<file path="src/hw/rtl/bdp_pkg.sv">
// Shared types and constants for the branch direction predictor.
// Depends on nothing; every other file of the block takes names from here.
package bdp_pkg;

    // Defaults for the top-level parameters.
    localparam int unsigned TABLE_ENTRIES_DEF = 256;
    localparam int unsigned COUNT_WIDTH_DEF   = 32;

    // Fixed field widths.
    localparam int unsigned PC_W        = 32;
    localparam int unsigned OUT_COUNT_W = 32;
    localparam int unsigned CTR_W       = 2;

    // Depth of the queue between the front and back parts.
    localparam int unsigned QUEUE_DEPTH = 2;

    // A classified branch as it travels from the front to the back part.
    typedef struct packed {
        logic [PC_W-1:0] pc;
        logic            taken;
    } item_t;

    // Status from the back part to the front part.
    typedef struct packed {
        logic clear_done;
    } back_status_t;

    // One predictor table entry. The full address is kept, which makes the
    // hit test equal to an index match plus a tag match.
    typedef struct packed {
        logic             valid;
        logic [PC_W-1:0]  pc;
        logic             last;
        logic [CTR_W-1:0] ctr;
    } entry_t;

endpackage

</file>
<file path="src/hw/rtl/bdp_queue.sv">
// Short first-in first-out queue that decouples the front and back parts.
// Depends on bdp_pkg for its depth.
module bdp_queue #(
    parameter int unsigned DATA_W = 8
) (
    input  logic              clk,
    input  logic              rst_n,
    input  logic              wr_valid,
    output logic              wr_ready,
    input  logic [DATA_W-1:0] wr_data,
    output logic              rd_valid,
    input  logic              rd_ready,
    output logic [DATA_W-1:0] rd_data
);

    localparam int unsigned PTR_W = $clog2(bdp_pkg::QUEUE_DEPTH);
    localparam int unsigned CNT_W = PTR_W + 1;

    logic [DATA_W-1:0] slot_reg [bdp_pkg::QUEUE_DEPTH];
    logic [PTR_W-1:0]  wr_ptr_reg;
    logic [PTR_W-1:0]  rd_ptr_reg;
    logic [CNT_W-1:0]  count_reg;
    logic              do_wr;
    logic              do_rd;

    assign wr_ready = (count_reg != CNT_W'(bdp_pkg::QUEUE_DEPTH));
    assign rd_valid = (count_reg != '0);
    assign do_wr    = wr_valid && wr_ready;
    assign do_rd    = rd_valid && rd_ready;
    assign rd_data  = slot_reg[rd_ptr_reg];

    // Pointers and fill count.
    always_ff @(posedge clk or negedge rst_n)
    begin
        if (!rst_n)
        begin
            wr_ptr_reg <= '0;
            rd_ptr_reg <= '0;
            count_reg  <= '0;
        end
        else
        begin
            if (do_wr)
            begin
                wr_ptr_reg <= (wr_ptr_reg == PTR_W'(bdp_pkg::QUEUE_DEPTH - 1))
                              ? '0 : wr_ptr_reg + 1'b1;
            end
            if (do_rd)
            begin
                rd_ptr_reg <= (rd_ptr_reg == PTR_W'(bdp_pkg::QUEUE_DEPTH - 1))
                              ? '0 : rd_ptr_reg + 1'b1;
            end
            if (do_wr && !do_rd)
            begin
                count_reg <= count_reg + 1'b1;
            end
            else if (do_rd && !do_wr)
            begin
                count_reg <= count_reg - 1'b1;
            end
        end
    end

    // Storage slots.
    always_ff @(posedge clk)
    begin
        if (do_wr)
        begin
            slot_reg[wr_ptr_reg] <= wr_data;
        end
    end

endmodule

</file>
<file path="config.mk">
export PLATFORM = sky130hd
export DESIGN_NAME = bdp_queue
export DESIGN_NICKNAME = d
export VERILOG_FILES = /design/src/hw/rtl/bdp_pkg.sv /design/src/hw/rtl/bdp_queue.sv
export SDC_FILE = /design/constraint.sdc
export NUM_CORES = 1
export LEC_CHECK = 0
export BUFFER_PORTS_ARGS = -buffer_cell sky130_fd_sc_hd__buf_2
export CORE_MARGIN = 1
export CORE_UTILIZATION = 25
export CTS_CLUSTER_DIAMETER = 200
export DETAILED_ROUTE_END_ITERATION = 8
export GPL_TIMING_DRIVEN = 0
export PLACE_DENSITY = 0.48
export SKIP_LAST_GASP = 1
export SLEW_MARGIN = 5
export SYNTH_ARGS = -nofsm -noshare
export SYNTH_HDL_FRONTEND = slang
export SYNTH_SLANG_ARGS = --single-unit
export TNS_END_PERCENT = 5
</file>
<file path="constraint.sdc">
create_clock -name clk -period 1.71 [get_ports clk]
set_input_delay 0.171 -clock clk [delete_from_list [all_inputs] [get_ports clk]]
set_output_delay 0.171 -clock clk [all_outputs]
set_load 0.01 [all_outputs]
</file>
Yosys cells after proc, flatten, opt, wreduce, memory -nomap -nowiden
Memories as Yosys holds them, arrays and structs flattened.
Index checks and enable logic that the tools add are counted.
{"block": "totals", "mem_bits_ro": 0, "mem_bits_rw": 16, "latchBits": 0, "wordCells": 23, "out_inout_bits": 10, "ff_bits": 4, "input_bits": 12, "mem_count": 1}
{"block": "op_classes", "shifts": 0, "n_div": 0, "reduce_logical": 8, "addsub": 4, "magnitude_cmp": 0, "n_mux": 6, "n_eq_ne": 1, "bitwise": 0, "n_mul": 0}
{"name": "slot_reg", "words": 2, "width": 8, "read_ports": 1, "rd_ports_with_merged_regs": 0, "wr": 1, "line": "bdp_queue.sv:19", "rtl": "logic [DATA_W-1:0] slot_reg [bdp_pkg::QUEUE_DEPTH];"}
{"operator": "logical AND 1 bit", "count": 4}
{"operator": "two-way mux 1 bit", "count": 4}
{"operator": "two-way mux 2 bit", "count": 2}
{"operator": "nonzero test 2 bit", "count": 2}
{"operator": "adder 1 bit, second input constant", "count": 2}
{"operator": "adder 2 x 1 -> 2 bit, second input constant", "count": 1}
{"operator": "logical NOT 1 bit", "count": 2}
{"operator": "!= test 2 bit, second input constant", "count": 1}
{"operator": "subtractor 2 x 1 -> 2 bit, second input constant", "count": 1}

Depth between registers and ports, before layout
{"block": "depth", "word_depth": 6, "mapped_depth": 7, "ltp_nobuf": 7}

Worst setup path before layout
No wires, ideal clock.
{"block": "synth_path", "path_type": "reg-to-reg", "start": "register count_reg[0]", "end": "memory slot_reg[0][0] (enable)", "slack_ns": 0.324, "synth_period_minus_slack_ns": 1.386, "setup_time_ns": 0.370, "path_buffers": 0, "t_required_ns": 1.340, "arrival_time_ns": 1.016, "stages_incl_launch_ff": 4, "path_cell_list": "dfrtp_1 nand2b_4 nand2_1 nor2_1"}
{"block": "synth_between", "elab_chain_cells": 4}
{"item": "start: declaration", "line": "bdp_queue.sv:22", "rtl": "logic [CNT_W-1:0] count_reg;"}
{"item": "start signal: assignment", "line": "bdp_queue.sv:55", "rtl": "count_reg <= count_reg + 1'b1;"}
{"item": "start signal: assignment", "line": "bdp_queue.sv:59", "rtl": "count_reg <= count_reg - 1'b1;"}
{"item": "!= test 2 bit", "line": "bdp_queue.sv:26", "rtl": "assign wr_ready = (count_reg != CNT_W'(bdp_pkg::QUEUE_DEPTH));"}
{"item": "net wr_ready", "line": "bdp_queue.sv:9", "rtl": "output logic wr_ready,"}
{"item": "logical AND 1 bit", "line": "bdp_queue.sv:28", "rtl": "assign do_wr = wr_valid && wr_ready;"}
{"item": "two-way mux 1 bit", "line": "bdp_queue.sv:67", "rtl": "if (do_wr)"}
{"item": "two-way mux 1 bit (not written as such)", "line": "bdp_queue.sv:69", "rtl": "slot_reg[wr_ptr_reg] <= wr_data;"}
{"item": "end: declaration", "line": "bdp_queue.sv:19"}
The timed path passes the listed nets, and every way through them passes these cells.

Final worst setup path
{"block": "layout_path", "start": "register rd_ptr_reg", "end": "output rd_data[2]"}
{"block": "layout_between", "elab_chain_cells": 1}
{"item": "start: declaration", "line": "bdp_queue.sv:21", "rtl": "logic [PTR_W-1:0] rd_ptr_reg;"}
{"item": "start signal: assignment", "line": "bdp_queue.sv:50", "rtl": "rd_ptr_reg <= (rd_ptr_reg == PTR_W'(bdp_pkg::QUEUE_DEPTH - 1))"}
{"item": "memory read (2 x 8 bit)"}
{"item": "end: declaration", "line": "bdp_queue.sv:13", "rtl": "output logic [DATA_W-1:0] rd_data"}
No other way between the ends.

==> metrics.csv <==
stage,metric,value,unit
timing,Fin Setup TNS,0,ns
synthesis,sequential fraction of the synthesis area,0.738,
die,Die Wd,58.1,um
critical_path,Slowest cell on crit path,mux2_2,
synthesis,Compound-Gate Fraction of Synth Area,0,
final_layout,FILL cells,292,
synthesis,Synth Flop Type,edfxtp_1,
min_path,WHS Endpoint,slot_reg[1][6],
synthesis,Yosys Warn Count,0,
synthesis,Gate Count Post-Synth,43,
die,height of the die,58.1,um
final_layout,Util after Layout,0.351,
timing,Final min period,1.53,ns
placed_design,Placer Congestion,0.612,
critical_path,Setup crit start kind,register,
critical_path,top fanout value on the critical path,9,
synthesis,mux cell area share after synthesis,0.114,
final_layout,NumNets Final,83,
timing,Final setup viols,0,
clocking,Longest Clk Path Bufs,2,
clocking,clk root buf,clkbuf_4,
final_layout,synthesis-to-finish area growth,28.3,%
global_route,grt ovf,0,
detailed_routing,detailed-route via count,432,
critical_path,"slowest stage delay, CP",0.37,ns
detailed_routing,drt via density,3.89,
timing,Clock Skew,0.0114,ns
synthesis,"top cells by area, synth","edfxtp_1 (61%), dfrtp_1 (13%), mux2_2 (11%), xnor2_1 (3.3%), xor2_1 (2.2%)",
timing,Slew Limit Fails,0,
clocking,Clock Sinks,20,
final_layout,diode count,0,
critical_path,cell mode on critical path,buf_2,
global_route,All-Layer GR Usage,0.0789,
timing,Least-Margin Pin Slew,0.455,ns
final_layout,Reg area,581,um2
timing,Achievable Freq,652,MHz
synthesis,async set-reset flop share out of synthesis,0.200,
synthesis,Post-Synth XOR/XNOR Area,0.0556,
detailed_routing,WL final,1210,um
clocking,clk slew on worst S/H paths,0.12,ns
synthesis,Post-Syn Nets,56,
synthesis,syn_area_per_cell,18.3,um2
pwr,Leak,0.404,nW
detailed_routing,DRT iter0 DRCs,8,
min_path,worst hold start,wr_data[6],
die,io pins,22,
synthesis,adder-cell share of the synthesized area,0.0159,
placed_design,DP HPWL,851,um
clocking,CTS tree,done,
detailed_routing,wire per inst,10.9,um
global_route,vias in the first global route,424,
detailed_routing,ANT nets after route,0,
global_route,first-pass GRT wire length,1840,um
detailed_routing,DRC viols,0,
clocking,TritonCTS Buffers,3,
clocking,worst skew pair latency,0.30,ns
min_path,Min-Delay Path Depth,1,
timing,hold slack,0.0458,ns
pwr,Max IR drop VDD,0.799,mV
clocking,"Setup Fix Bufs, Post-CTS",0,
global_route,largest net degree at the start of global routing,13,
critical_path,arrival time worst endpoint,1.36,ns
synthesis,#FFs+latches synth,20,
critical_path,critical path class,reg2out,
synthesis,cell with the most instances after synthesis,edfxtp_1,
synthesis,top cell type's share of synthesized area,0.610,
critical_path,R2R depth,7,
die,Initial Util,0.274,
pwr,Total Power,1.72,mW
placed_design,dpl ws,0.0408,ns
timing,Max-slew headroom,0.696,
die,core box area,2880,um2
die,Core Rows,19,
timing,Fin. Hold Viols,0,
critical_path,critical path data required time,1.54,ns
synthesis,Synth cell types,14,
critical_path,Worst R2R Setup Slack,0.27,ns
placed_design,PortBufs,21,
timing,RSZ-0062 raised after global routing,no,
synthesis,Post-synth EDFFs,16,
min_path,HP Class,in2reg,
run_status,status,finished clean,
final_layout,layout cells sized above 1,0.551,
die,Die ar.,3380,um2
final_layout,max FFs per register,16,
timing,final worst setup slack,0.177,ns
synthesis,cell area after synthesis,787,um2
synthesis,"top cells by count, synth","edfxtp_1 (16), mux2_2 (8), dfrtp_1 (4)",
critical_path,R2R Path End,count_reg[1],
critical_path,critical-path cell list,buf_2 > mux2_2 > buf_2,
job,MaxCap Viol Count,0,
synthesis,Synth Area in Simple Gates,0.0652,
pwr,Cell Pwr Density,1700,nW/um2
timing,part of the cycle the worst path needs,0.897,
global_route,initial antenna violation count,0,
clocking,H-tree depth,1,
synthesis,Synth area leader,edfxtp_1,
critical_path,CP Capture Type,output port,
synthesis,largest family of logic cells by synthesized area,multiplexers,
final_layout,Multi-input gate area,200,um2
detailed_routing,drt first pass iters,4,
critical_path,reg2reg start,count_reg[0],
[area by class of cell]
type,count,share of cell area
inverter,1,0.00372
clock buffer,3,0.0223
tap,42,0.0520
buffer,1,0.00496
clock inverter,1,0.0297
sequential,20,0.575
multi-input combinational,21,0.198
timing repair buffer,22,0.114
[metrics by stage]
| step | cells | instance area, um2 |
|---|---|---|
| finish | 111 | 1010 |
| floorplan | 43 | 787 |
| global placement | 106 | 945 |
| CTS | 111 | 1010 |
| detailed placement | 106 | 945 |
| global route | 111 | 1010 |
[placed cells by master, fill, tap and decap left out, drive strengths merged]
master / netlist / routed
and3: 1 / 1
inv: 1 / 1
bufinv: 0 / 1
nand2b: 1 / 1
nor2: 2 / 2
edfxtp: 16 / 16
nand2: 2 / 2
dlygate4sd3: 0 / 1
clkbuf: 0 / 3
xnor2: 3 / 3
buf: 1 / 22
mux2: 8 / 8
or2: 1 / 1
dfrtp: 4 / 4
xor2: 2 / 2
ha: 1 / 1
[how the worst max path moves through the flow]
stage                  from             end  slack, ns  cells after the start
6_report         rd_ptr_reg      rd_data[2]       0.18                      3
5_1_grt          rd_ptr_reg      rd_data[2]        0.1                      3
4_1_cts        count_reg[0]  slot_reg[0][7]       0.03                      3
3_5_place_dp   count_reg[0]  slot_reg[0][5]       0.04                      3
3_3_place_gp   count_reg[0]  slot_reg[0][5]       0.06                      3
2_1_floorplan  count_reg[0]  slot_reg[0][0]       0.32                      3
[metal layers]
layer | GRT usage | vias up | wire length (um)
met5 | 0 | - | 0
li1 | - | 207 | -
met1 | 0.0754 | 206 | 513
met3 | 0.0513 | 0 | 99
met4 | 0.0102 | 0 | 0
met2 | 0.144 | 19 | 595
[power breakdown]
part | switching, mW | internal, mW | leakage, nW
Combinational | 0.294 | 0.297 | 0.181
Sequential | 0.0625 | 0.680 | 0.195
Clock | 0.149 | 0.237 | 0.0279
Total | 0.505 | 1.21 | 0.404
[logic make-up after synthesis]
| logic type | count (synthesis) |
|---|---|
| multiplexers | 8 |
| AND/OR/NAND/NOR | 7 |
| buffers and inverters | 2 |
| adder cells (fa/ha/maj) | 1 |
| XOR/XNOR | 5 |
| flip-flops | 20 |
[repair_timing]
action,CTS,global route
setup endpoints to repair,0,8
gates resized for setup,0,1
hold buffers,1,0
hold endpoints to repair,4,0
[worst max-delay path, delay by kind of cell (launching register included)]
family	cells	cell delay, ns
mux	1	0.37
buf+inv	2	0.37
flops	1	0.33
No activity file was read; power rests on OpenSTA's default activity.
