`src/hw/rtl/bdp_pkg.sv`:
```
// Shared types and constants for the branch direction predictor.
// Depends on nothing; every other file of the block takes names from here.
package bdp_pkg;

    // Defaults for the top-level parameters.
    localparam int unsigned TABLE_ENTRIES_DEF = 256;
    localparam int unsigned COUNT_WIDTH_DEF   = 32;

    // Fixed field widths.
    localparam int unsigned PC_W        = 32;
    localparam int unsigned OUT_COUNT_W = 32;
    localparam int unsigned CTR_W       = 2;

    // Depth of the queue between the front and back parts.
    localparam int unsigned QUEUE_DEPTH = 2;

    // A classified branch as it travels from the front to the back part.
    typedef struct packed {
        logic [PC_W-1:0] pc;
        logic            taken;
    } item_t;

    // Status from the back part to the front part.
    typedef struct packed {
        logic clear_done;
    } back_status_t;

    // One predictor table entry. The full address is kept, which makes the
    // hit test equal to an index match plus a tag match.
    typedef struct packed {
        logic             valid;
        logic [PC_W-1:0]  pc;
        logic             last;
        logic [CTR_W-1:0] ctr;
    } entry_t;

endpackage

```
`src/hw/rtl/bdp_if.sv`:
```
// Valid/ready channel interfaces for resolved branches and predictor results.
// Depends on bdp_pkg for the field widths.
interface bdp_in_if;
    logic                    valid;
    logic                    ready;
    logic [bdp_pkg::PC_W-1:0] branch_pc;
    logic [bdp_pkg::PC_W-1:0] offset_magnitude;
    logic                    offset_positive;
    logic [bdp_pkg::PC_W-1:0] next_pc;

    modport source (
        output valid, branch_pc, offset_magnitude, offset_positive, next_pc,
        input  ready
    );
    modport sink (
        input  valid, branch_pc, offset_magnitude, offset_positive, next_pc,
        output ready
    );
endinterface


```
`src/hw/rtl/bdp_front.sv`:
```
// Front part: accepts a resolved branch, decides taken or not taken and
// works out the table index. Depends on bdp_pkg and bdp_in_if.
module bdp_front #(
    parameter  int unsigned TABLE_ENTRIES = bdp_pkg::TABLE_ENTRIES_DEF,
    localparam int unsigned IDX_W         = $clog2(TABLE_ENTRIES)
) (
    input  logic                  clk,
    input  logic                  rst_n,
    bdp_in_if.sink                branch,
    input  bdp_pkg::back_status_t status,
    output logic                  push_valid,
    input  logic                  push_ready,
    output bdp_pkg::item_t        push_item,
    output logic [IDX_W-1:0]      push_idx
);

    localparam bit IS_POW2 = (TABLE_ENTRIES == (1 << IDX_W));

    // The folded address is a sum of four bytes times weights below 2^16,
    // so it always fits in 26 bits.
    localparam int unsigned FOLD_W  = 26;
    localparam int unsigned RECIP_W = FOLD_W + 2;
    localparam int unsigned PROD_W  = FOLD_W + RECIP_W;
    localparam int unsigned SHIFT   = FOLD_W + IDX_W;

    // Weight of each address byte modulo the table size.
    localparam logic [FOLD_W-1:0] BYTE_WT0 = FOLD_W'(64'd1 % 64'(TABLE_ENTRIES));
    localparam logic [FOLD_W-1:0] BYTE_WT1 = FOLD_W'(64'd256 % 64'(TABLE_ENTRIES));
    localparam logic [FOLD_W-1:0] BYTE_WT2 = FOLD_W'(64'd65536 % 64'(TABLE_ENTRIES));
    localparam logic [FOLD_W-1:0] BYTE_WT3 = FOLD_W'(64'd16777216 % 64'(TABLE_ENTRIES));

    // Rounded-up reciprocal; exact for every folded value below 2^FOLD_W.
    localparam logic [FOLD_W-1:0]  ENTRIES_F = FOLD_W'(TABLE_ENTRIES);
    localparam logic [RECIP_W-1:0] RECIP     =
        RECIP_W'(((64'd1 << SHIFT) + 64'(TABLE_ENTRIES) - 64'd1) / 64'(TABLE_ENTRIES));

    typedef enum logic [1:0] {
        FR_IDLE,
        FR_QUOT,
        FR_REM,
        FR_PUSH
    } fr_state_t;

    fr_state_t                      state_reg;
    bdp_pkg::item_t                 item_reg;
    logic [FOLD_W-1:0]              fold_reg;
    logic [FOLD_W-1:0]              quot_reg;
    logic [IDX_W-1:0]               rem_reg;

    logic [bdp_pkg::PC_W-1:0]       target;
    logic                           taken_in;
    logic                           accept;
    logic [FOLD_W-1:0]              fold_in;
    logic [PROD_W-1:0]              prod;
    logic [FOLD_W-1:0]              quot_next;
    logic [FOLD_W-1:0]              rem_full;

    // Branch target and the taken decision, both modulo 2^32.
    assign target   = branch.offset_positive ? branch.branch_pc + branch.offset_magnitude
                                             : branch.branch_pc - branch.offset_magnitude;
    assign taken_in = (branch.next_pc == target);

    assign branch.ready = (state_reg == FR_IDLE) && status.clear_done;
    assign accept       = branch.valid && branch.ready;

    // Fold the address bytes into a small value with the same remainder.
    assign fold_in = FOLD_W'(branch.branch_pc[7:0])   * BYTE_WT0
                   + FOLD_W'(branch.branch_pc[15:8])  * BYTE_WT1
                   + FOLD_W'(branch.branch_pc[23:16]) * BYTE_WT2
                   + FOLD_W'(branch.branch_pc[31:24]) * BYTE_WT3;

    // Quotient by reciprocal multiplication, then the remainder.
    assign prod      = PROD_W'(fold_reg) * PROD_W'(RECIP);
    assign quot_next = FOLD_W'(prod >> SHIFT);
    assign rem_full  = fold_reg - quot_reg * ENTRIES_F;

    // Sequencer state.
    always_ff @(posedge clk or negedge rst_n)
    begin
        if (!rst_n)
        begin
            state_reg <= FR_IDLE;
        end
        else
        begin
            case (state_reg)
                FR_IDLE:
                begin
                    if (accept)
                    begin
                        state_reg <= IS_POW2 ? FR_PUSH : FR_QUOT;
                    end
                end
                FR_QUOT:
                begin
                    state_reg <= FR_REM;
                end
                FR_REM:
                begin
                    state_reg <= FR_PUSH;
                end
                FR_PUSH:
                begin
                    if (push_ready)
                    begin
                        state_reg <= FR_IDLE;
                    end
                end
                default:
                begin
                    state_reg <= FR_IDLE;
                end
            endcase
        end
    end

    // Captured request and the index being worked out.
    always_ff @(posedge clk)
    begin
        if (accept)
        begin
            item_reg.pc    <= branch.branch_pc;
            item_reg.taken <= taken_in;
            fold_reg       <= fold_in;
            rem_reg        <= IS_POW2 ? branch.branch_pc[IDX_W-1:0] : '0;
        end
        else if (state_reg == FR_QUOT)
        begin
            quot_reg <= quot_next;
        end
        else if (state_reg == FR_REM)
        begin
            rem_reg <= rem_full[IDX_W-1:0];
        end
    end

    assign push_valid = (state_reg == FR_PUSH);
    assign push_item  = item_reg;
    assign push_idx   = rem_reg;

endmodule

```
`src/flat_wrapper.sv`:
```
// flat-port wrapper written by rule: the top's interface ports become plain ports
module bdp_front_flat 
#(
    parameter  int unsigned TABLE_ENTRIES = bdp_pkg::TABLE_ENTRIES_DEF,
    localparam int unsigned IDX_W         = $clog2(TABLE_ENTRIES)
)
  (clk, rst_n, status, push_valid, push_ready, push_item, push_idx, branch_valid, branch_branch_pc, branch_offset_magnitude, branch_offset_positive, branch_next_pc, branch_ready);
  bdp_in_if branch_i ();
  input  logic clk;
  input  logic rst_n;
  input  bdp_pkg::back_status_t status;
  output logic push_valid;
  input  logic push_ready;
  output bdp_pkg::item_t push_item;
  output logic [IDX_W-1:0] push_idx;
  input wire logic [$bits(branch_i.valid)-1:0] branch_valid;
  input wire logic [$bits(branch_i.branch_pc)-1:0] branch_branch_pc;
  input wire logic [$bits(branch_i.offset_magnitude)-1:0] branch_offset_magnitude;
  input wire logic [$bits(branch_i.offset_positive)-1:0] branch_offset_positive;
  input wire logic [$bits(branch_i.next_pc)-1:0] branch_next_pc;
  output wire logic [$bits(branch_i.ready)-1:0] branch_ready;
  assign branch_i.valid = branch_valid;
  assign branch_i.branch_pc = branch_branch_pc;
  assign branch_i.offset_magnitude = branch_offset_magnitude;
  assign branch_i.offset_positive = branch_offset_positive;
  assign branch_i.next_pc = branch_next_pc;
  assign branch_ready = branch_i.ready;
  bdp_front #(.TABLE_ENTRIES(TABLE_ENTRIES)) u_core (.clk(clk), .rst_n(rst_n), .branch(branch_i), .status(status), .push_valid(push_valid), .push_ready(push_ready), .push_item(push_item), .push_idx(push_idx));
endmodule
```
`config.mk`:
```
export PLATFORM = sky130hd
export DESIGN_NAME = bdp_front_flat
export DESIGN_NICKNAME = d
export VERILOG_FILES = /design/src/hw/rtl/bdp_pkg.sv /design/src/hw/rtl/bdp_if.sv /design/src/hw/rtl/bdp_front.sv /design/src/flat_wrapper.sv
export SDC_FILE = /design/constraint.sdc
export NUM_CORES = 1
export LEC_CHECK = 0
export BUFFER_PORTS_ARGS = -buffer_cell sky130_fd_sc_hd__buf_2
export CAP_MARGIN = 15
export CELL_PAD_IN_SITES_DETAIL_PLACEMENT = 1
export CELL_PAD_IN_SITES_GLOBAL_PLACEMENT = 1
export CORE_ASPECT_RATIO = 0.7
export CORE_MARGIN = 2
export CORE_UTILIZATION = 35
export DETAILED_ROUTE_END_ITERATION = 8
export PLACE_DENSITY = 0.73
export SYNTH_ARGS = -nofsm -noshare
export SYNTH_HDL_FRONTEND = slang
export SYNTH_SLANG_ARGS = --single-unit
```
`constraint.sdc`:
```
create_clock -name clk -period 6.2 [get_ports clk]
set_input_delay 0.31 -clock clk [delete_from_list [all_inputs] [get_ports clk]]
set_output_delay 0.31 -clock clk [all_outputs]
set_load 0.02 [all_outputs]
```
* Word level (Yosys, flattened, before mapping)
Index checks and enable logic that the tools add are counted.
Widths: inputs -> output; s select.
** Storage, ports and cells
- Register bits after elaboration :: 51
- Input bits :: 102
- Output and inout port bits :: 43
- Word-level logic and storage cells :: 27
** Operators by class
- $add $sub $neg :: 2
- Eq/ne operators :: 7
- Muxes and demuxes :: 7
- Reduce and logical (&&, ||, !) cells :: 6
** Operator list (number)
- $add 32x32->32 :: 1
- $eq 32x32->1 :: 1
- $mux 32 :: 1
- $sub 32x32->32 :: 1
- $mux 8 :: 3
- $pmux 2 s4 :: 1
- $ne 2x1->1 const B :: 3
- $eq 2x2->1 const B :: 2
- $mux 2 :: 2
- $reduce_and 2->1 :: 2
- $eq 2x1->1 const B :: 1
- $logic_and 1x1->1 :: 2
- $logic_not 2->1 :: 1
- $reduce_bool 2->1 :: 1

* Longest topological paths before layout
Gate-level depths: netlist (run 1).
- Word-level depth :: 5
- Mapped depth :: 21
- Depth with buffers taken out :: 19

* Worst setup path after synthesis (run 1)
No wires, ideal clock.
- Path type :: input -> register
- Start point :: input branch_offset_magnitude[6]
- End point :: register u_core.item_reg, in the netlist u_core.push_item[0], data pin
- Library setup time :: 170 ps
- Arrival time :: 4085 ps
- Slack :: 1945 ps
- Stages :: 19
- Path through :: or4_1 -> nor3_1 -> and2_1 -> clkbuf_1 -> nand2_1 -> nor2_1 -> a21oi_1 -> xnor2_1 -> ha_1 -> clkbuf_1 -> a21o_1 -> o21bai_1 -> a2111oi_0 -> nand4_1 -> nor4_1 -> nand4_1 -> nor4b_2 -> nand4_1 -> nor4_2
** Between the ends
- Cells in the longest elaborated chain, start to end :: 3
** RTL lines
- from (decl) :: line flat_wrapper.sv:18 : input wire logic [$bits(branch_i.offset_magnitude)-1:0] branch_offset_magnitude;
- $sub 32x32->32 or $add 32x32->32 (tied branches) :: line bdp_front.sv:60, bdp_front.sv:59
- $mux 32 (*) :: line bdp_front.sv:59 : assign target = branch.offset_positive ? branch.branch_pc + branch.offset_magnitude
- $eq 32x32->1 (*) :: line bdp_front.sv:61 : assign taken_in = (branch.next_pc == target);
- named net u_core.taken_in :: line bdp_front.sv:51 : logic taken_in;
- to (decl) :: line bdp_front.sv:45 : bdp_pkg::item_t item_reg;
Mark *: on every way through the listed nets, which the timed path passes. The rest lies on a longest branch.
A chain may end at the register's enable or synchronous reset.

* Worst setup path in the final report (run 1)
Ends and elaborated chain as after synthesis.

==> key figures, run 1 <==
Place
  – Placed Cells: 803
  – IO buf count: 144
  – HPWL reported at the end of detailed placement: 12.8 mm
  – Weighted congestion reported at the end of routability-driven placement: 0.857

Power
  – Total power consumption of the routed design: 1.37 mW
  – Worst IR drop on VDD: 119 uV
  – Leakage component of the power: 2.37 nW
  – Areal power density over the cells: 248 mW/mm^2

Timing
  – Clock tree skew after final layout: 0.00437 ns
  – Worst-case headroom to the max-slew limit: 0.361
  – Max-slew violations: 0
  – Period minus WS final: 4.93 ns
  – Share of the clock period used by the worst path: 0.795
  – Number of failing hold endpoints at the final stage: 0
  – Actual transition at the worst max-transition pin: 0.949 ns
  – Setup violations, final: 0
  – Unrepaired setup endpoints after global routing: false
  – Setup total negative slack: 0 ns
  – Achievable Freq: 0.203 GHz

GRT
  – Global-route congestion overflow total: 0
  – First-pass GRT wire length: 24.7 mm
  – Tot GR Track Use: 0.224
  – Vias in the first global route: 4637
  – Antenna violations before repair: 0
  – Maximum number of pins on one net before global-route repair: 42

Die
  – Starting Density: 0.360
  – FP Rows: 34
  – Placeable core area: 0.0124 sq mm
  – Die Span X: 139 um
  – Die height: 98.5 um
  – Floorplan die area: 0.0137 sq mm
  – IO Count: 145

Synthesis
  – Most numerous cell types in the synthesized netlist: 48 x sky130_fd_sc_hd__nor2_1, 46 x sky130_fd_sc_hd__a21oi_1, 42 x sky130_fd_sc_hd__nand2_1, 41 x sky130_fd_sc_hd__edfxtp_1, 37 x sky130_fd_sc_hd__xor2_1
  – Synth Instances: 509
  – Async S/R FF share, synth: 0.0465
  – Synth unique cells: 69
  – Most frequent cell after synthesis: sky130_fd_sc_hd__nor2_1
  – Sequential share of the synthesized area: 0.287
  – Mean instance size in the synthesized netlist: 8.78 sq um
  – Post-synth top area cell: sky130_fd_sc_hd__edfxtp_1
  – Synth area leaders: sky130_fd_sc_hd__edfxtp_1 28%, sky130_fd_sc_hd__ha_1 9.0%, sky130_fd_sc_hd__xor2_1 7.3%, sky130_fd_sc_hd__xnor2_1 6.7%, sky130_fd_sc_hd__a21oi_1 5.2%
  – Synth Cell Area: 0.00447 sq mm
  – Combinational family with the most area after synthesis: compound AO/OA/AOI/OAI gates
  – Total number of yosys warnings: 0
  – Number of synthesized register bits: 43
  – Adder and majority gate portion of the synthesized area: 0.0941
  – Syn_nets: 644
  – Multiplexer share of the synthesized area: 0.0361
  – Post-synthesis compound-gate area fraction: 0.221
  – Basic-gate share of the synthesized area counting and, or, nand and nor cells: 0.193
  – Leading register cell type out of synthesis: sky130_fd_sc_hd__edfxtp_1
  – Number of enable flip-flop cells after synthesis: 41
  – Fraction of synthesized cell area taken by the top area cell type: 0.276
  – Post-synthesis share of cell area spent on xor and xnor gates: 0.143

Worst setup path
  – Sort of element at the start of the critical path: primary input
  – Crit path kind: in2reg
  – Required time at the worst-slack endpoint: 6.33 ns
  – Nature of the critical path endpoint: register
  – Arrival time worst endpoint: 5.06 ns
  – Critical path peak fanout: 8

Run
  – Max-cap check violation count: 0

Status
  – Result of the run: finished, final reports clean

CTS
  – Total of cells resized after clock tree synthesis: 0
  – Clock slew seen by the registers of the worst setup and hold paths: 0.07 ns
  – Latest clock arrival within the worst-skew pair: 0.29 ns
  – Clock tree from TritonCTS: built
  – Number of H-tree levels: 2
  – Clock buffer count from CTS: 5
  – Root Buffer: sky130_fd_sc_hd__clkbuf_16
  – Total number of clock tree sinks: 43
  – Maximum count of clock buffers along a single path: 2

Layout
  – Final cell count without fillers: 812
  – Post-Route Utilization: 0.444
  – Total area of multi-input combinational cells: 0.00307 sq mm
  – Fill count: 1530
  – Flip-flop count of the largest register, all copies and words added: 33
  – Number of nets in the final layout: 784
  – Fraction of layout instances using a drive strength above 1: 0.277
  – Number of diodes: 0
  – Area taken by flip-flops and latches: 0.00128 sq mm
  – Layout overhead on the synthesized area: 23.5%

Detailed routing
  – Average detailed-routed wire length per instance: 19.2 um
  – Total vias in the final route: 4491
  – Detailed Route WL: 15.6 mm
  – Drc violations: 0
  – Via density per instance: 5.53
  – First-iteration detailed-routing DRC count: 244
  – Antenna Violating Nets Remaining: 0
  – Detailed-router iteration count before antenna repair: 5

Worst hold path
  – Hold Crit Class: in2reg
## path summary, 6_finish.rpt
check,start,endpoint,slack [ns],cells after the start
max in group asynchronous,rst_n,u_core.state_reg[1],5.77,2
worst max register to register,u_core.state_reg[1],u_core.push_idx[0],4.37,3
worst min register to register,u_core.push_item[6],u_core.push_idx[5],0.58,1
worst max-delay path,branch_offset_magnitude[6],u_core.push_item[0],1.27,18
worst min-delay path,branch_branch_pc[20],u_core.push_item[21],0.21,1
min in group asynchronous,rst_n,u_core.state_reg[0],0.33,2
## what timing repair did
| item | CTS | global route |
|---|---|---|
| setup buffers | 0 | 0 |
| hold endpoints to repair | 2 | 0 |
| hold buffers | 1 | 0 |
## per-layer routing
layer  GRT usage  vias to the layer above  routed length (um)
met1       0.331                     2153                7980
met5           0                        -                   0
met4      0.0435                        0                 181
met2       0.343                      131                6660
met3      0.0428                       15                 805
li1            -                     2192                   -
## where the power goes
part / internal [mW] / switching, mW / total [mW]
Sequential: 0.375 / 0.0203 / 0.396
Combinational: 0.255 / 0.420 / 0.675
Clock: 0.172 / 0.126 / 0.298
Total: 0.803 / 0.566 / 1.37
## stage by stage
stage	setup WS [ns]	instance area (sq um)	hold WS [ns]
after floorplan	1.95	4470	0.0144
after global placement	1.06	5350	0.0950
after detailed placement	0.895	5350	0.103
after CTS	1.22	5520	0.202
after global routing	0.794	5520	0.206
final	1.27	5520	0.207
## critical path: stages
cell and delay, ns:
sky130_fd_sc_hd__buf_2 0.12, sky130_fd_sc_hd__or4_1 0.55, sky130_fd_sc_hd__nor3_1 0.40, sky130_fd_sc_hd__and2_1 0.31
sky130_fd_sc_hd__nand2_1 0.08, sky130_fd_sc_hd__nor2_1 0.40, sky130_fd_sc_hd__a21oi_1 0.16, sky130_fd_sc_hd__xnor2_1 0.17
sky130_fd_sc_hd__ha_1 0.38, sky130_fd_sc_hd__a21o_1 0.22, sky130_fd_sc_hd__o21bai_1 0.17, sky130_fd_sc_hd__a2111oi_0 0.57
sky130_fd_sc_hd__nand4_1 0.16, sky130_fd_sc_hd__nor4_1 0.30, sky130_fd_sc_hd__nand4_1 0.17, sky130_fd_sc_hd__nor4b_2 0.30
sky130_fd_sc_hd__nand4_1 0.14, sky130_fd_sc_hd__nor4_2 0.14
## logic make-up after synthesis
family / count (synthesis)
and+or+nand+nor: 171
DFF: 43
adders and majority gates: 33
AOI/OAI and AO/OA: 146
buffers and inverters: 29
xor gates and xnor gates: 72
muxes: 15
## cell usage in the layout, fill, tap and decap left out, types with 10 or more instances in the layout
master and instances:
sky130_fd_sc_hd__nand3_1 10, sky130_fd_sc_hd__xor2_1 37, sky130_fd_sc_hd__inv_1 15, sky130_fd_sc_hd__a21oi_1 46, sky130_fd_sc_hd__ha_1 32, sky130_fd_sc_hd__edfxtp_1 41
sky130_fd_sc_hd__xnor2_1 34, sky130_fd_sc_hd__and3_1 11, sky130_fd_sc_hd__buf_2 144, sky130_fd_sc_hd__nor3_1 13, sky130_fd_sc_hd__nand2_1 42, sky130_fd_sc_hd__nor2_1 48
sky130_fd_sc_hd__o21ai_0 18
## final cells by class
class,instances,share of cell area
multi-input combinational,437,0.557
inverter,15,0.0102
sequential,43,0.232
clock buffer,8,0.0284
timing repair buffer,147,0.135
tap,162,0.0367
No activity file was read; power rests on OpenSTA's default activity.
==> inputs of run 2 (changes only) <==
--- a/config.mk
+++ b/config.mk
@@ -5,6 +5,7 @@
 export SDC_FILE = /design/constraint.sdc
 export NUM_CORES = 1
 export LEC_CHECK = 0
+export ABC_AREA = 1
 export BUFFER_PORTS_ARGS = -buffer_cell sky130_fd_sc_hd__buf_2
 export CAP_MARGIN = 15
 export CELL_PAD_IN_SITES_DETAIL_PLACEMENT = 1
@@ -13,7 +14,7 @@
 export CORE_MARGIN = 2
 export CORE_UTILIZATION = 35
 export DETAILED_ROUTE_END_ITERATION = 8
-export PLACE_DENSITY = 0.73
+export PLACE_DENSITY = 0.76
 export SYNTH_ARGS = -nofsm -noshare
 export SYNTH_HDL_FRONTEND = slang
 export SYNTH_SLANG_ARGS = --single-unit
==> constraint.sdc (replaced) <==
create_clock -name clk -period 4.94 [get_ports clk]
set_input_delay 0.247 -clock clk [delete_from_list [all_inputs] [get_ports clk]]
set_output_delay 0.247 -clock clk [all_outputs]
set_load 0.02 [all_outputs]
==> key figures, run 2 <==
Status
  – Result of the run: finished, final reports clean

Detailed routing
  – Length of routed wiring on met1: 9.50 mm (+19%)
  – DR WL met3: 1.36 mm (+69%)
  – Detailed Route WL: 18.6 mm (+19%)
  – Detailed-router iteration count before antenna repair: 4 (-1)
  – First-iteration detailed-routing DRC count: 226 (-7.4%)
  – Wire length on met2: 7.56 mm (+13%)
  – Average detailed-routed wire length per instance: 16.0 um (-17%)
  – Antenna Violating Nets Remaining: 0 (unchanged)
  – Via density per instance: 4.82 (-13%)
  – Total vias in the final route: 5592 (+25%)
  – Drc violations: 0 (unchanged)
  – Top Layer Used: met4

Timing
  – Clock tree skew after final layout: 0.00782 ns (+0.00345 ns)
  – Unrepaired setup endpoints after global routing: false
  – Setup total negative slack: 0 ns (unchanged)
  – Achievable Freq: 0.293 GHz
  – Share of the clock period used by the worst path: 0.692
  – Tightest hold margin: 0.137 ns (-0.0696 ns)
  – Actual transition at the worst max-transition pin: 0.667 ns (-0.283 ns)
  – Worst-case headroom to the max-slew limit: 0.551 (+0.190)
  – Setup violations, final: 0 (unchanged)
  – Period minus WS final: 3.42 ns
  – Number of failing hold endpoints at the final stage: 0 (unchanged)
  – Fin worst setup slack: 1.52 ns (+0.252 ns)
  – Max-slew violations: 0 (unchanged)

Worst hold path
  – Worst Hold Launch: branch_branch_pc[23]
  – Worst hold path endpoint: u_core.push_item[24]
  – Instance count along the most critical hold path: 1 (unchanged)
  – Hold Crit Class: in2reg

Power
  – Areal power density over the cells: 285 mW/mm^2 (+15%)
  – Worst IR drop on VDD: 134 uV (+13%)
  – Internal power of the cells: 0.985 mW (+23%)
  – Switching power: 0.806 mW (+42%)
  – Combinational power share: 0.518 (+0.025)
  – Leakage component of the power: 3.38 nW (+43%)
  – Sequential Power Share: 0.278 (-0.011)
  – Switching share of power: 0.450 (+0.0365)
  – Clock share of power: 0.204 (-0.014)

GRT
  – Vias in the first global route: 5686 (+23%)
  – Maximum number of pins on one net before global-route repair: 29 (-31%)
  – Tot GR Track Use: 0.243 (+0.0191)
  – Antenna violations before repair: 1 (+1)
  – First-pass GRT wire length: 29.5 mm (+20%)
  – Global-route congestion overflow total: 0 (unchanged)

Synthesis
  – Number of synthesized register bits: 43 (unchanged)
  – Most frequent cell after synthesis: sky130_fd_sc_hd__nand2_1
  – Syn_nets: 948 (+47%)
  – Multiplexer share of the synthesized area: 0 (-0.0361)
  – Post-synthesis share of cell area spent on xor and xnor gates: 0.115 (-0.0275)
  – Synth Instances: 813 (+60%)
  – Synth Cell Area: 0.00516 sq mm (+16%)
  – Adder and majority gate portion of the synthesized area: 0.0814 (-0.0127)
  – Number of enable flip-flop cells after synthesis: 41 (unchanged)
  – Synth unique cells: 38 (-45%)
  – Total number of yosys warnings: 0 (unchanged)
  – Post-synthesis compound-gate area fraction: 0.0499 (-0.171)
  – Mean instance size in the synthesized netlist: 6.35 sq um (-28%)
  – Sequential share of the synthesized area: 0.248 (-0.0388)
  – Synth area leaders: sky130_fd_sc_hd__edfxtp_1 24%, sky130_fd_sc_hd__nand2_1 22%, sky130_fd_sc_hd__inv_1 9.5%, sky130_fd_sc_hd__ha_1 7.8%, sky130_fd_sc_hd__xor2_1 7.0%
  – Most numerous cell types in the synthesized netlist: 300 x sky130_fd_sc_hd__nand2_1, 131 x sky130_fd_sc_hd__inv_1, 72 x sky130_fd_sc_hd__nor2_1, 45 x sky130_fd_sc_hd__nand3_1
  – Combinational family with the most area after synthesis: simple AND/OR/NAND/NOR gates
  – Fraction of synthesized cell area taken by the top area cell type: 0.238 (-0.0373)
  – Post-synth top area cell: sky130_fd_sc_hd__edfxtp_1
  – Leading register cell type out of synthesis: sky130_fd_sc_hd__edfxtp_1
  – Async S/R FF share, synth: 0.0465 (unchanged)
  – Basic-gate share of the synthesized area counting and, or, nand and nor cells: 0.404 (+0.211)

Worst setup path
  – Crit path kind: in2reg
  – Required time at the worst-slack endpoint: 5.10 ns (-1.23 ns)
  – Crit Reg-Reg Startpoint: u_core.state_reg[0]
  – Largest stage delay, worst path: 0.38 ns (-0.19 ns)
  – Slowest cell on crit path: sky130_fd_sc_hd__inv_1
  – Critical path peak fanout: 21 (+13)
  – Arrival time worst endpoint: 3.58 ns (-1.48 ns)
  – Depth of the most critical reg-to-reg path: 8 (+5)
  – Reg2reg end: u_core.push_idx[3]
  – Cell repeated most along the worst path: sky130_fd_sc_hd__nand2_1
  – Nature of the critical path endpoint: register
  – Sort of element at the start of the critical path: primary input
  – Reg2reg setup slack: 2.50 ns (-1.87 ns)
  – Critical Path, Cell by Cell: buf_2 -> inv_1 -> nand2_2 -> o21ai_2 -> a21oi_1 -> o21ai_0 -> xor2_1 -> ha_1 -> nand2_1 -> inv_1 -> nand2_2 -> nor3_1 -> and2_1 -> nand2_1 -> nand2_1 -> nand2_1 -> nand2_1 -> nand2_1 -> nor2_1 -> nand3_1 -> nor2_1

Place
  – IO buf count: 144 (unchanged)
  – HPWL reported at the end of detailed placement: 16.2 mm (+26%)
  – Placed Cells: 1150 (+43%)
  – Weighted congestion reported at the end of routability-driven placement: 0.848 (-1.0%)
  – Minimum setup slack after placement: 1.19 ns (+0.298 ns)

Layout
  – Final cell count without fillers: 1160 (+43%)
  – Flip-flop count of the largest register, all copies and words added: 33 (unchanged)
  – Most frequent cells in the layout: 300 x sky130_fd_sc_hd__nand2_1, 144 x sky130_fd_sc_hd__buf_2, 131 x sky130_fd_sc_hd__inv_1, 72 x sky130_fd_sc_hd__nor2_1, 45 x sky130_fd_sc_hd__nand3_1
  – Most frequent standard cell in the layout excluding fill and tap cells: sky130_fd_sc_hd__nand2_1
  – Layout overhead on the synthesized area: 21.8%
  – Number of nets in the final layout: 1098 (+40%)
  – Fraction of layout instances using a drive strength above 1: 0.202 (-0.0746)

CTS
  – Total number of clock tree sinks: 43 (unchanged)
  – Total of cells resized after clock tree synthesis: 0 (unchanged)
  – Clock tree from TritonCTS: built
  – Clock slew seen by the registers of the worst setup and hold paths: 0.08 ns (about the same)
  – Number of H-tree levels: 2 (unchanged)
  – Clock buffer count from CTS: 5 (unchanged)
  – Maximum count of clock buffers along a single path: 2 (unchanged)
  – Root Buffer: sky130_fd_sc_hd__clkbuf_16
  – Latest clock arrival within the worst-skew pair: 0.30 ns (about the same)

Run
  – Max-cap check violation count: 0 (unchanged)

Die
  – FP Rows: 37 (+8.8%)
  – Die Span X: 149 um (+7.3%)
  – Die height: 106 um (+7.2%)
  – Floorplan die area: 0.0158 sq mm (+15%)
  – IO Count: 145 (unchanged)
  – Starting Density: 0.355 (-0.00428)
  – Placeable core area: 0.0145 sq mm (+17%)
==> run 2: cell types whose count changed in the layout (fill, tap and decap cells not counted), moves of 12 or more <==
| cell | previous run | this run |
|---|---|---|
| sky130_fd_sc_hd__nor2_1 | 48 | 72 |
| sky130_fd_sc_hd__nand2_1 | 42 | 300 |
| sky130_fd_sc_hd__a21oi_1 | 46 | 24 |
| sky130_fd_sc_hd__inv_1 | 15 | 131 |
| sky130_fd_sc_hd__nand3_1 | 10 | 45 |
| sky130_fd_sc_hd__nand2_2 | 0 | 13 |
| sky130_fd_sc_hd__nor2_2 | 0 | 12 |
==> run 2: critical path, delay by kind of cell <==
family	cells	cell delay, ns
and+or+nand+nor	13	1.40
adders and majority gates	1	0.38
xor gates and xnor gates	1	0.19
buffers and inverters	3	0.77
AOI/OAI and AO/OA	3	0.57
==> run 2: cell families after synthesis <==
family / Yosys count
AND/OR/NAND/NOR: 484
buffers and inverters: 140
XOR/XNOR: 68
AO/OA/AOI/OAI: 45
flip-flops: 43
adder cells (fa/ha/maj): 33
==> run 2: how the worst max path moves through the flow <==
stage | startpoint | end | slack [ns] | cells after the start
after floorplan | branch_offset_magnitude[1] | u_core.push_item[0] | 1.96 | 25
after global placement | branch_offset_magnitude[0] | u_core.push_item[0] | 1.33 | 28
after detailed placement | branch_offset_positive | u_core.push_item[0] | 1.19 | 21
after CTS | branch_offset_positive | u_core.push_item[0] | 1.49 | 21
after global routing | branch_offset_magnitude[0] | u_core.push_item[0] | 1.11 | 28
final | branch_offset_positive | u_core.push_item[0] | 1.52 | 21
==> run 2: stage by stage <==
step	power (mW)	utilization	cell area (sq um)
3_5_place_dp	1.42	0.421	6130
2_1_floorplan	1.11	-	5160
5_1_grt	1.92	0.433	6290
4_1_cts	1.80	0.433	6290
6_report	1.79	0.433	6290
3_3_place_gp	1.40	0.421	6130
==> run 2: power groups by stage <==
| stage | clock (mW) | sequential [mW] | combinational (mW) |
|---|---|---|---|
| after floorplan | 0 | 0.568 | 0.542 |
| after global placement | 0 | 0.503 | 0.893 |
| after detailed placement | 0 | 0.507 | 0.915 |
| after CTS | 0.374 | 0.500 | 0.923 |
| after global routing | 0.386 | 0.505 | 1.03 |
| final | 0.365 | 0.499 | 0.927 |
==> run 2: area by class of cell <==
cell class              count  area [sq um]
diodes                      1          2.50
multi-input cells         630          3360
clock inverters             1          8.76
flip-flops and latches     43          1280
well taps                 195           244
fillers                  1988          8250
clock buffers               7           143
inverters                 137           514
repair buffers            146           738
==> run 2: repair_timing <==
action	4_1_cts	5_1_grt
hold buffers	1	0
setup buffers	0	0
hold endpoints to repair	2	0
==> run 2: per-layer routing <==
layer  global-route usage  vias to the layer above
li1                     -                     2833
met1                0.382                     2606
met2                0.356                      137
met3               0.0338                       16
met4               0.0361                        0
met5                    0                        -
==> inputs of run 3 (changes only) <==
--- a/config.mk
+++ b/config.mk
@@ -5,7 +5,7 @@
 export SDC_FILE = /design/constraint.sdc
 export NUM_CORES = 1
 export LEC_CHECK = 0
-export ABC_AREA = 1
+export ABC_AREA = 0
 export BUFFER_PORTS_ARGS = -buffer_cell sky130_fd_sc_hd__buf_2
 export CAP_MARGIN = 15
 export CELL_PAD_IN_SITES_DETAIL_PLACEMENT = 1
==> constraint.sdc (replaced) <==
create_clock -name clk -period 2.9 [get_ports clk]
set_input_delay 0.145 -clock clk [delete_from_list [all_inputs] [get_ports clk]]
set_output_delay 0.145 -clock clk [all_outputs]
set_load 0.02 [all_outputs]
==> key figures, run 3 (same netlist as run 1, synthesis figures left out) <==
Timing
  – Tightest hold margin: 0.0430 ns (-0.0940 ns)
  – Achievable Freq: 0.265 GHz
  – Max-slew violations: 0 (unchanged)
  – Period minus WS final: 3.77 ns
  – Share of the clock period used by the worst path: 1.30
  – Fin worst setup slack: -0.872 ns (-2.39 ns)
  – Unrepaired setup endpoints after global routing: true
  – Worst-case headroom to the max-slew limit: 0.465 (-0.0858)
  – Setup violations, final: 1 (+1)
  – Clock tree skew after final layout: 0.00788 ns (+0.0000626 ns)
  – Actual transition at the worst max-transition pin: 0.799 ns (+0.133 ns)
  – Setup total negative slack: -0.872 ns (-0.872 ns)
  – Number of failing hold endpoints at the final stage: 0 (unchanged)

Worst setup path
  – Critical path peak fanout: 4 (-81%)
  – Crit path kind: in2reg
  – Nature of the critical path endpoint: register
  – Cell family contributing the most delay on the critical path: simple AND/OR/NAND/NOR gates
  – Largest stage delay, worst path: 0.54 ns (+0.16 ns)
  – Arrival time worst endpoint: 3.90 ns (+0.32 ns)
  – Slowest cell on crit path: sky130_fd_sc_hd__or4_4
  – Required time at the worst-slack endpoint: 3.03 ns (-2.07 ns)
  – Sort of element at the start of the critical path: primary input
  – Buffers and inverters on the worst path: 4 (+1)
  – Cell repeated most along the worst path: sky130_fd_sc_hd__nand4_1
  – Critical Path, Cell by Cell: buf_2 -> or4_4 -> buf_6 -> nor4_4 -> and3_4 -> a31oi_2 -> xnor2_1 -> ha_1 -> xnor2_2 -> buf_4 -> a2111oi_4 -> buf_4 -> nand4_1 -> nor4_2 -> nand4_1 -> nor4b_2 -> nand4_1 -> nor4_2

Die
  – FP Rows: 34 (-8.1%)
  – Die Span X: 139 um (-6.8%)
  – IO Count: 145 (unchanged)
  – Placeable core area: 0.0124 sq mm (-15%)
  – Die height: 98.5 um (-6.7%)
  – Starting Density: 0.360 (+0.00428)
  – Floorplan die area: 0.0137 sq mm (-13%)

Place
  – HPWL reported at the end of detailed placement: 15.7 mm (-3.1%)
  – Cell area reported after detailed placement: 0.00667 sq mm (+8.8%)
  – Weighted congestion reported at the end of routability-driven placement: 0.926 (+9.2%)
  – IO buf count: 144 (unchanged)
  – Minimum setup slack after placement: -1.67 ns (-2.86 ns)

CTS
  – Number of H-tree levels: 2 (unchanged)
  – Root Buffer: sky130_fd_sc_hd__clkbuf_16
  – Clock buffer count from CTS: 5 (unchanged)
  – Maximum count of clock buffers along a single path: 2 (unchanged)
  – Total number of clock tree sinks: 43 (unchanged)
  – Clock slew seen by the registers of the worst setup and hold paths: 0.07 ns (about the same)
  – Latest clock arrival within the worst-skew pair: 0.29 ns (about the same)
  – Clock tree from TritonCTS: built

Detailed routing
  – Wire length on met2: 8.66 mm (+15%)
  – Antenna Violating Nets Remaining: 0 (unchanged)
  – Average detailed-routed wire length per instance: 19.1 um (+19%)
  – Length of routed wiring on met1: 9.14 mm (-3.8%)
  – Detailed Route WL: 18.9 mm (+1.6%)
  – DR WL met3: 818 um (-40%)
  – Via density per instance: 5.32 (+10%)
  – Detailed-router iteration count before antenna repair: 5 (+1)
  – Drc violations: 0 (unchanged)
  – First-iteration detailed-routing DRC count: 174 (-23%)
  – Top Layer Used: met4
  – Total vias in the final route: 5282 (-5.5%)

Layout
  – Total area of multi-input combinational cells: 0.00336 sq mm (+0.11%)
  – Layout overhead on the synthesized area: 60.3%
  – Number of diodes: 0 (-1)
  – Flip-flop count of the largest register, all copies and words added: 33 (unchanged)
  – Most frequent cells in the layout: 181 x sky130_fd_sc_hd__buf_4, 144 x sky130_fd_sc_hd__buf_2, 47 x sky130_fd_sc_hd__nor2_1, 41 x sky130_fd_sc_hd__edfxtp_1
  – Fraction of layout instances using a drive strength above 1: 0.482 (+0.280)
  – Number of nets in the final layout: 964 (-12%)
  – Most frequent standard cell in the layout excluding fill and tap cells: sky130_fd_sc_hd__buf_4
  – Final cell area excluding filler cells: 0.00716 sq mm (+14%)
  – Fill count: 1555 (-22%)
  – Area taken by flip-flops and latches: 0.00128 sq mm (unchanged)

GRT
  – Antenna violations before repair: 0 (-1)
  – Maximum number of pins on one net before global-route repair: 16 (-45%)
  – Tot GR Track Use: 0.273 (+0.0293)
  – First-pass GRT wire length: 29.5 mm (-0.17%)
  – Vias in the first global route: 5617 (-1.2%)
  – Global-route congestion overflow total: 0 (unchanged)

Worst hold path
  – Hold Crit Class: in2reg

Power
  – Areal power density over the cells: 484 mW/mm^2 (+70%)
  – Leakage component of the power: 3.30 nW (-2.3%)
  – Worst IR drop on VDD: 297 uV (+120%)

Status
  – Violations in the final reports: setup timing
  – Result of the run: finished, violations left

Run
  – Max-cap check violation count: 0 (unchanged)
run 3: cell types whose count changed in the layout (fill, tap and decap cells not counted), sizes merged, moves of 20 or more:
cell   delta
nand2   -271
nand3    -39
inv     -121
buf     +181
a21oi    +20
nor2     -39
run 3: through the flow:
stage          cells  total power [mW]  utilization
2_1_floorplan    509              1.83            -
6_report         992              3.47        0.576
5_1_grt          992              3.65        0.576
3_5_place_dp     977              2.70        0.537
3_3_place_gp     977              2.63        0.537
4_1_cts          990              3.41        0.565
run 3: routing by layer:
| layer | global-route usage | up-vias |
|---|---|---|
| met5 | 0 | - |
| met4 | 0.0699 | 0 |
| met3 | 0.0355 | 21 |
| met2 | 0.446 | 126 |
| li1 | - | 2556 |
| met1 | 0.384 | 2579 |
run 3: final cells by class:
| class | instances | area share |
|---|---|---|
| multi-input cells | 437 | 0.470 |
| repair buffers | 327 | 0.293 |
| flip-flops and latches | 43 | 0.179 |
| well taps | 162 | 0.0283 |
| clock buffers | 8 | 0.0218 |
| inverters | 15 | 0.00786 |
run 3: repair_timing:
item	CTS	global route
buffers inserted	4	2
endpoints found under the setup margin	1	1
pin swaps	15	10
gates resized for setup	36	20
endpoints found under the hold margin	2	0
hold buffers	1	0
run 3: path summary, 6_finish.rpt:
path | cells after the start | slack, ns | endpoint | from
setup / recovery | 18 | -0.87 | u_core.push_item[0] | branch_offset_magnitude[12]
hold / removal | 1 | 0.04 | u_core.push_item[22] | branch_branch_pc[21]
setup reg to reg | 2 | 1.09 | u_core.push_item[26] | u_core.state_reg[1]
hold reg to reg | 1 | 0.58 | u_core.push_idx[4] | u_core.push_item[5]
max in group asynchronous | 2 | 2.64 | u_core.state_reg[0] | rst_n
min in group asynchronous | 2 | 0.17 | u_core.state_reg[1] | rst_n
run 3: where the power goes:
part,internal [mW],switching [mW]
logic,0.910,1.07
registers,0.802,0.0476
clock network,0.368,0.266
